File: src/hw/rtl/rtt_pkg.sv
// ----------------------------------------------------------------------------
// rtt_pkg
// Shared types and constants for the repeating timer table.
// ----------------------------------------------------------------------------
package rtt_pkg;

  // Opcodes of an input word
  typedef enum logic [1:0] {
    OP_ADD    = 2'd0,
    OP_REMOVE = 2'd1,
    OP_TICK   = 2'd2,
    OP_NONE   = 2'd3
  } op_t;

  // Most ids emitted on one tick
  localparam int MAX_RESULTS = 16;
  localparam int FIRED_W     = $clog2(MAX_RESULTS + 1);

  // One table entry as held in the table RAM
  typedef struct packed {
    logic [7:0]  id;
    logic [31:0] deadline;
    logic [15:0] period;
    logic [15:0] remaining;
    logic [31:0] order;
  } entry_t;

  localparam int ENTRY_W = $bits(entry_t);

  // Result of the shared lateness/priority compare
  typedef struct packed {
    logic        due;
    logic        better;
    logic [31:0] late;
    logic [31:0] age;
  } cmp_result_t;

endpackage

File: src/hw/rtl/rtt_ram.sv
// ----------------------------------------------------------------------------
// rtt_ram
// Generic single-write, single-read RAM with registered read data.
// ----------------------------------------------------------------------------
module rtt_ram #(
  parameter int WIDTH = 8,
  parameter int DEPTH = 16
) (
  input  logic                                  clk,
  input  logic                                  we,
  input  logic [((DEPTH > 1) ? $clog2(DEPTH) : 1)-1:0] waddr,
  input  logic [WIDTH-1:0]                      wdata,
  input  logic [((DEPTH > 1) ? $clog2(DEPTH) : 1)-1:0] raddr,
  output logic [WIDTH-1:0]                      rdata
);

  logic [WIDTH-1:0] mem [DEPTH];

  // Write port and registered read port
  always_ff @(posedge clk) begin
    if (we) begin
      mem[waddr] <= wdata;
    end
    rdata <= mem[raddr];
  end

endmodule

File: src/hw/rtl/rtt_cmp.sv
// ----------------------------------------------------------------------------
// rtt_cmp
// Shared compare unit: lateness of one entry and its rank against the best
// candidate found so far in the current pass.
// ----------------------------------------------------------------------------
module rtt_cmp
  import rtt_pkg::*;
(
  input  logic [31:0]  now_seconds,
  input  logic [31:0]  order_base,
  input  logic [31:0]  deadline,
  input  logic [31:0]  order,
  input  logic         best_found,
  input  logic [31:0]  best_late,
  input  logic [31:0]  best_age,
  output cmp_result_t  result
);

  logic [31:0] late;
  logic [31:0] age;

  // Wrapped distances from the deadline and from the insertion order
  assign late = now_seconds - deadline;
  assign age  = order_base - order;

  // Later first, then older first
  assign result.late   = late;
  assign result.age    = age;
  assign result.due    = ~late[31];
  assign result.better = ~best_found || (late > best_late) ||
                         ((late == best_late) && (age > best_age));

endmodule

File: src/hw/rtl/repeating_timer_table_top.sv
// ----------------------------------------------------------------------------
// repeating_timer_table_top
// Table of repeating timers with add, remove and one-second tick commands.
// ----------------------------------------------------------------------------
// A worked add or remove keeps in_stall high for one sweep of the table; an add of id 0 or
// period 0, a remove of id 0 and the unused opcode leave the sequencer idle.
// A tick firing k timers takes k+1 sweeps (16 sweeps at the limit of 16), then the flush
// state sends the last word when k > 0; out_stall can hold up sweep ends and the flush.
// Commands are taken one at a time; the next is taken once the sequencer idles.
// Reset clears the valid bits, the seconds count and the order counter, not the table RAM.
// ----------------------------------------------------------------------------
module repeating_timer_table_top
  import rtt_pkg::*;
#(
  parameter int NUM_TIMERS = 16
) (
  input  logic        clk,
  input  logic        rst,
  input  logic        in_valid,
  output logic        in_stall,
  input  logic [1:0]  opcode,
  input  logic [7:0]  timer_id,
  input  logic [15:0] period_seconds,
  input  logic [15:0] repeat_count,
  output logic        out_valid,
  input  logic        out_stall,
  output logic [7:0]  fired_id,
  output logic        last
);

  localparam int SW = (NUM_TIMERS > 1) ? $clog2(NUM_TIMERS) : 1;
  localparam int CW = $clog2(NUM_TIMERS + 1);

  typedef enum logic [1:0] {
    S_IDLE,
    S_SCAN,
    S_END,
    S_FLUSH
  } state_t;

  state_t                 state;
  op_t                    op;
  logic [7:0]             id_q;
  logic [15:0]            period_q;
  logic [15:0]            count_q;
  logic [31:0]            now_seconds;
  logic [31:0]            order_counter;
  logic [31:0]            order_base;
  logic [NUM_TIMERS-1:0]  valid;
  logic [NUM_TIMERS-1:0]  taken;
  logic [CW-1:0]          scan_cnt;
  logic                   rd_vld;
  logic [SW-1:0]          rd_slot;
  logic                   dup;
  logic                   free_found;
  logic [SW-1:0]          free_slot;
  logic                   best_found;
  logic [SW-1:0]          best_slot;
  logic [31:0]            best_late;
  logic [31:0]            best_age;
  logic [7:0]             best_id;
  logic [15:0]            best_period;
  logic [15:0]            best_rem;
  logic                   have_pend;
  logic [7:0]             pend_id;
  logic [FIRED_W-1:0]     n_fired;

  logic                   ram_we;
  logic [SW-1:0]          ram_waddr;
  entry_t                 ram_wentry;
  logic [ENTRY_W-1:0]     ram_rdata;
  entry_t                 rd_entry;
  cmp_result_t            cmp;
  logic                   out_free;
  logic                   advance;
  logic                   scan_last;
  logic                   id_hit;

  assign in_stall  = (state != S_IDLE);
  assign out_free  = ~out_valid | ~out_stall;
  assign advance   = ~have_pend | out_free;
  assign rd_entry  = entry_t'(ram_rdata);
  assign scan_last = rd_vld && (rd_slot == SW'(NUM_TIMERS - 1));
  assign id_hit    = valid[rd_slot] && (rd_entry.id == id_q);

  // Table storage
  rtt_ram #(
    .WIDTH (ENTRY_W),
    .DEPTH (NUM_TIMERS)
  ) u_table (
    .clk   (clk),
    .we    (ram_we),
    .waddr (ram_waddr),
    .wdata (ram_wentry),
    .raddr (scan_cnt[SW-1:0]),
    .rdata (ram_rdata)
  );

  // Shared compare unit
  rtt_cmp u_cmp (
    .now_seconds (now_seconds),
    .order_base  (order_base),
    .deadline    (rd_entry.deadline),
    .order       (rd_entry.order),
    .best_found  (best_found),
    .best_late   (best_late),
    .best_age    (best_age),
    .result      (cmp)
  );

  // Table write: insert on add, rearm on a fired timer that survives
  always_comb begin
    ram_we     = 1'b0;
    ram_waddr  = free_slot;
    ram_wentry = '{id: id_q, deadline: now_seconds + {16'd0, period_q},
                   period: period_q, remaining: count_q, order: order_counter};
    if (state == S_END) begin
      if (op == OP_ADD) begin
        ram_we = ~dup & free_found;
      end else if (op == OP_TICK) begin
        ram_we     = best_found && advance && (best_rem != 16'd1);
        ram_waddr  = best_slot;
        ram_wentry = '{id: best_id,
                       deadline: now_seconds + {16'd0, best_period},
                       period: best_period,
                       remaining: (best_rem == 16'd0) ? 16'd0 : best_rem - 16'd1,
                       order: order_counter};
      end
    end
  end

  // Sequencer
  always_ff @(posedge clk) begin
    if (rst) begin
      state         <= S_IDLE;
      now_seconds   <= '0;
      order_counter <= '0;
      valid         <= '0;
      taken         <= '0;
      n_fired       <= '0;
      have_pend     <= 1'b0;
      out_valid     <= 1'b0;
      rd_vld        <= 1'b0;
      best_found    <= 1'b0;
      scan_cnt      <= '0;
    end else begin
      if (out_valid && !out_stall) begin
        out_valid <= 1'b0;
      end
      unique case (state)
        S_IDLE: begin
          if (in_valid) begin
            op         <= op_t'(opcode);
            id_q       <= timer_id;
            period_q   <= period_seconds;
            count_q    <= repeat_count;
            scan_cnt   <= '0;
            rd_vld     <= 1'b0;
            best_found <= 1'b0;
            dup        <= 1'b0;
            free_found <= 1'b0;
            priority case (op_t'(opcode))
              OP_ADD: begin
                if (timer_id != 8'd0 && period_seconds != 16'd0) begin
                  state <= S_SCAN;
                end
              end
              OP_REMOVE: begin
                if (timer_id != 8'd0) begin
                  state <= S_SCAN;
                end
              end
              OP_TICK: begin
                now_seconds <= now_seconds + 32'd1;
                order_base  <= order_counter;
                taken       <= '0;
                n_fired     <= '0;
                have_pend   <= 1'b0;
                state       <= S_SCAN;
              end
              default: begin
                state <= S_IDLE;
              end
            endcase
          end
        end

        // Sweep the table: issue a read each cycle, evaluate the word returned
        S_SCAN: begin
          rd_vld  <= (scan_cnt < CW'(NUM_TIMERS));
          rd_slot <= scan_cnt[SW-1:0];
          if (scan_cnt < CW'(NUM_TIMERS)) begin
            scan_cnt <= scan_cnt + CW'(1);
          end
          if (rd_vld) begin
            priority case (op)
              OP_ADD: begin
                if (id_hit) begin
                  dup <= 1'b1;
                end
                if (!valid[rd_slot] && !free_found) begin
                  free_found <= 1'b1;
                  free_slot  <= rd_slot;
                end
              end
              OP_REMOVE: begin
                if (id_hit) begin
                  valid[rd_slot] <= 1'b0;
                end
              end
              default: begin
                if (valid[rd_slot] && !taken[rd_slot] && cmp.due && cmp.better) begin
                  best_found  <= 1'b1;
                  best_slot   <= rd_slot;
                  best_late   <= cmp.late;
                  best_age    <= cmp.age;
                  best_id     <= rd_entry.id;
                  best_period <= rd_entry.period;
                  best_rem    <= rd_entry.remaining;
                end
              end
            endcase
          end
          if (scan_last) begin
            state <= S_END;
          end
        end

        // End of a sweep: commit add, or fire the chosen timer
        S_END: begin
          priority case (op)
            OP_ADD: begin
              if (!dup && free_found) begin
                valid[free_slot] <= 1'b1;
                order_counter    <= order_counter + 32'd1;
              end
              state <= S_IDLE;
            end
            OP_REMOVE: begin
              state <= S_IDLE;
            end
            default: begin
              if (best_found) begin
                if (advance) begin
                  if (have_pend) begin
                    out_valid <= 1'b1;
                    fired_id  <= pend_id;
                    last      <= 1'b0;
                  end
                  pend_id          <= best_id;
                  have_pend        <= 1'b1;
                  taken[best_slot] <= 1'b1;
                  n_fired          <= n_fired + FIRED_W'(1);
                  if (best_rem == 16'd1) begin
                    valid[best_slot] <= 1'b0;
                  end else begin
                    order_counter <= order_counter + 32'd1;
                  end
                  scan_cnt   <= '0;
                  rd_vld     <= 1'b0;
                  best_found <= 1'b0;
                  if (n_fired == FIRED_W'(MAX_RESULTS - 1)) begin
                    state <= S_FLUSH;
                  end else begin
                    state <= S_SCAN;
                  end
                end
              end else if (have_pend) begin
                state <= S_FLUSH;
              end else begin
                state <= S_IDLE;
              end
            end
          endcase
        end

        // Send the final word of the tick
        S_FLUSH: begin
          if (out_free) begin
            out_valid <= 1'b1;
            fired_id  <= pend_id;
            last      <= 1'b1;
            have_pend <= 1'b0;
            state     <= S_IDLE;
          end
        end

        default: begin
          state <= S_IDLE;
        end
      endcase
    end
  end

  // The number of taken bits always equals the fired count
  assert property (@(posedge clk) disable iff (rst)
    $countones(taken) == int'(n_fired))
    else $error("taken bits disagree with fired count");

  // A tick never fires more than the result limit
  assert property (@(posedge clk) disable iff (rst)
    n_fired <= FIRED_W'(MAX_RESULTS))
    else $error("fired count beyond limit");

  // The sweep counter stays within the table
  assert property (@(posedge clk) disable iff (rst)
    state == S_SCAN |-> scan_cnt <= CW'(NUM_TIMERS))
    else $error("sweep counter out of range");

  // Flushing delivers the pending id marked last and empties the pending slot
  assert property (@(posedge clk) disable iff (rst)
    (state == S_FLUSH) && out_free |=> out_valid && last && !have_pend)
    else $error("flush did not send the last word");

endmodule

File: config.mk
export PLATFORM = sky130hd
export DESIGN_NAME = repeating_timer_table_top
export DESIGN_NICKNAME = d
export VERILOG_FILES = /design/src/hw/rtl/rtt_pkg.sv /design/src/hw/rtl/rtt_ram.sv /design/src/hw/rtl/rtt_cmp.sv /design/src/hw/rtl/repeating_timer_table_top.sv
export SDC_FILE = /design/constraint.sdc
export NUM_CORES = 2
export LEC_CHECK = 0
export ABC_CLOCK_PERIOD_IN_PS = 11710
export BUFFER_PORTS_ARGS = -buffer_cell sky130_fd_sc_hd__buf_2
export CAP_MARGIN = 20
export CORE_UTILIZATION = 40
export CTS_CLUSTER_DIAMETER = 30
export CTS_CLUSTER_SIZE = 24
export DETAILED_ROUTE_END_ITERATION = 8
export GPL_TIMING_DRIVEN = 0
export SKIP_LAST_GASP = 1
export SYNTH_ARGS = -nofsm -noshare
export SYNTH_HDL_FRONTEND = slang
export SYNTH_SLANG_ARGS = --single-unit
export TNS_END_PERCENT = 5
File: constraint.sdc
create_clock -name clk -period 11.71 [get_ports clk]
set_clock_uncertainty 0.1 [all_clocks]
set_input_delay 0.5855 -clock clk [delete_from_list [all_inputs] [get_ports clk]]
set_output_delay 0.5855 -clock clk [all_outputs]
set_load 0.01 [all_outputs]
==> results by group <==
Global route
  • Initial antenna violation count: 9
  • Global-route wire length before repair: 323000 µm
  • Number of global-route vias before repair: approximately 47000
  • Overall global routing resource usage: 0.212
  • Global-route congestion overflow total: 0
  • Pin count of the biggest net entering global routing: 49

STA
  • Slew margin rel.: 0.208
  • Achievable clock frequency: around 140 MHz
  • Share of the clock period used by the worst path: 0.606
  • RSZ-0062 raised after global routing: no
  • Least setup slack across all paths after layout: 4610 ps
  • Pins over their slew limit: 0
  • Final hold viol count: 0
  • Setup-failing EPs final: 0
  • Setup Total Neg Slack: 0 ps
  • Transition at the pin with the smallest max-transition slack: around 1200 ps
  • Final worst path period need: between 7000 and 8000 ps
  • Hold Worst Slack: around 130 ps

Critical path
  • Worst setup path startpoint: now_seconds[0]$_SDFFE_PP0P_
  • Reg-to-reg startpoint: now_seconds[0]$_SDFFE_PP0P_
  • CP Capture Type: flop
  • Worst Path Required: approximately 12000 ps
  • Register-to-Register Path Depth: 22
  • Critical Path Fanout Max: 48
  • CP Launch Type: flop
  • Kind of critical path: flop to flop
  • Worst path arrival time: roughly 7600 ps

Final layout
  • Fraction of layout cells with a size suffix above 1: 0.272
  • Final net count: roughly 5400
  • Number of filler instances in the final layout: 16554
  • Layout overhead on the synthesized area: 24.8%
  • Final cell area excluding filler cells: between 0.1 and 0.15 mm²

Power
  • Internal Power: about 16 mW
  • Reported net switching power: around 4.8 mW
  • Pwr Total: 21.0 mW
  • LEAKAGE: ~33 nW
  • Sequential fraction of design power: 0.397
  • Max rail drop VDD: around 0.17 mV
  • Share of total power consumed by net switching: 0.227
  • Relative contribution of combinational cells to total power: 0.075
  • Power per Cell Area: between 150 and 200 mW/mm²
  • Clock power frac: 0.528

Clock tree
  • Clock network latency to the later pin of the worst-skew pair: a little under 1000 ps
  • CTS root buf: sky130_fd_sc_hd__clkbuf_16
  • Level count of the clock H-tree: 5
  • Number of buffers created by CTS: ~390
  • Post-CTS Resized: 0
  • CTS tree: done
  • Maximum buffer depth of the clock tree: 4
  • Number of sinks driven by the clock tree: between 2000 and 2500
  • Clock-pin slew on the worst setup and hold paths: around 60 ps

Synthesis
  • Total standard cell area after synthesis: between 0.08 and 0.09 mm²
  • Mean instance size in the synthesized netlist: roughly 19 µm²
  • Syn. warnings: 0
  • Most common flop cell mapped by yosys: sky130_fd_sc_hd__edfxtp_1
  • Mapped Cells: 4530
  • Synthesized netlist net count: ~4700
  • Largest cells by area after synthesis: sky130_fd_sc_hd__edfxtp_1, sky130_fd_sc_hd__mux4_2, sky130_fd_sc_hd__dfxtp_1, sky130_fd_sc_hd__ha_1, sky130_fd_sc_hd__a21oi_1
  • Sequential fraction of the synthesis area: 0.721
  • Largest area contributor in the synthesized netlist: sky130_fd_sc_hd__edfxtp_1
  • Post-synth top area share: 0.669
  • Post-synthesis register bit count: 2089
  • Number of distinct library cells after synthesis: 80
  • Post-synthesis async set-or-reset flop share: 0
  • Commonest cells in the netlist: sky130_fd_sc_hd__edfxtp_1, sky130_fd_sc_hd__mux4_2, sky130_fd_sc_hd__nor2_1
  • Number of flops mapped to enable cells by yosys: approximately 1900
  • Top-count cell post-synth: sky130_fd_sc_hd__edfxtp_1

Route
  • Vias per inst: around 5.5
  • Routed via count: between 40000 and 50000
  • Detailed-route wire length: 223000 µm
  • WL per Instance: between 20 and 30 µm
  • Post-detailed-route count of antenna-violating nets: 0
  • Number of iterations in the first detailed-routing pass: 5
  • Post-detailed-route DRC marker count: 0
  • Number of design-rule violations left by the first detailed-router iteration: approximately 4800

Floorplan
  • Number of rows created at floorplan: ~170
  • Top-level port count: 57
  • Core box area: between 0.2 and 0.25 mm²
  • Die Height: between 400 and 500 µm
  • Initial Utilization: 0.404
  • Horiz. Die Dim: between 400 and 500 µm
  • Die area: around 0.21 mm²

Worst hold path
  • Hold crit path type: input port to flop
  • Startpoint of the most critical hold path: rst
  • Worst hold path cell count: 3

Place
  • Port Buf Inserts: 55
  • Post-detailed-placement cell area: ~0.091 mm²
  • Hpwl dp: around 150000 µm
  • Dpl ws: a little under 5000 ps
  • Placer congestion estimate: roughly 0.87

Status
  • Status: completed

Flow run
  • Max_cap viols: 0
## power groups by stage
stage               Sequential, mW  Clock, mW  Combinational (mW)
global placement              8.47          0                1.38
CTS                           8.32       11.2                1.54
floorplan                     8.44          0               0.954
finish                        8.32       11.1                1.56
detailed placement            8.47          0                1.53
global route                  8.32       11.5                1.67
## cells in the final DEF, fill, tap and decap left out, drive strengths merged, types with 43 or more instances in the layout
master,count
nor3,68
edfxtp,1873
buf,315
xor2,87
clkbuf,551
nand3,53
mux4,530
dfxtp,216
clkinv,113
bufinv,47
inv,233
o21ai,94
clkinvlp,44
dlygate4sd3,43
a21o,44
nand2,216
ha,169
a21oi,170
xnor2,71
nor2,226
## kinds of logic after synthesis
family	Yosys count	synth area share
flip-flops	2089	0.721
AND/OR/NAND/NOR	767	0.0432
multiplexers	541	0.143
AO/OA/AOI/OAI	453	0.0344
buffers and inverters	349	0.0158
adder cells (fa/ha/maj)	173	0.0261
XOR/XNOR	158	0.0165
## critical path, stage by stage, from the launching register on
cell and delay, ps:
sky130_fd_sc_hd__dfxtp_1 400, sky130_fd_sc_hd__inv_1 90, sky130_fd_sc_hd__ha_1 160, sky130_fd_sc_hd__inv_1 50, sky130_fd_sc_hd__fa_1 400, sky130_fd_sc_hd__a21o_1 180, sky130_fd_sc_hd__a21o_1 240, sky130_fd_sc_hd__a2111oi_4 420
sky130_fd_sc_hd__o31a_4 250, sky130_fd_sc_hd__o2111ai_2 190, sky130_fd_sc_hd__a32oi_2 310, sky130_fd_sc_hd__o21ai_2 110, sky130_fd_sc_hd__and4b_1 200, sky130_fd_sc_hd__or3_1 430, sky130_fd_sc_hd__ha_1 320, sky130_fd_sc_hd__nand3_1 110
sky130_fd_sc_hd__or4_1 750, sky130_fd_sc_hd__a2111oi_0 450, sky130_fd_sc_hd__o21ai_0 310, sky130_fd_sc_hd__a21oi_1 350, sky130_fd_sc_hd__a2111oi_4 140, sky130_fd_sc_hd__and3_4 410, sky130_fd_sc_hd__buf_16 290
## per-layer routing
metal  global-route usage  share of wire  routed length [µm]  up-vias
met2                0.338           0.48              106000     1945
met3               0.0376          0.069               15300      432
met5                    0       0.000058                  13        -
met4               0.0881          0.039                8670        2
met1                0.286           0.42               92400    24055
li1                     -              -                   -    19714
## worst paths after layout
| kind | end | slack (ps) |
|---|---|---|
| worst min-delay path | best_found$_SDFFE_PP0P_ | 130 |
| worst max register to register | best_rem[8]$_DFFE_PP_ | 4610 |
| worst min register to register | best_period[2]$_DFFE_PP_ | 270 |
| worst max-delay path | best_rem[8]$_DFFE_PP_ | 4610 |
## repair_timing
action | 4_1_cts | 5_1_grt
hold endpoints to repair | 46 | 0
setup buffers | 0 | 0
hold buffers | 43 | 0
## registers in the layout, summed over array words and instances (netlist names), 8 cells and up
| register | flops |
|---|---|
| order_base | 32 |
| u_table.rdata | 104 |
| period_q | 16 |
| now_seconds | 32 |
| pend_id | 8 |
| best_late | 32 |
| best_age | 32 |
| valid | 16 |
| best_rem | 16 |
| order_counter | 32 |
| best_period | 16 |
| id_q | 8 |
| fired_id | 8 |
| best_id | 8 |
| u_table.mem | 1664 |
| taken | 16 |
| count_q | 16 |
## area by class of cell
class,count,area (µm²),area share
timing repair buffer,303,4160,0.0397
buffer,175,686,0.00653
tap,2788,3490,0.0332
clock inverter,263,3000,0.0286
sequential,2089,60600,0.577
clock buffer,431,10100,0.0958
antenna,6,15.0,0.000143
multi-input combinational,2092,22300,0.213
inverter,174,653,0.00622
## per-stage QoR
| step | instances | util |
|---|---|---|
| floorplan | 4530 | - |
| global placement | 7373 | 0.422 |
| finish | 8321 | 0.505 |
| CTS | 8281 | 0.503 |
| global route | 8317 | 0.505 |
| detailed placement | 7544 | 0.438 |
Note: power is estimated with default switching activity, not from simulation.
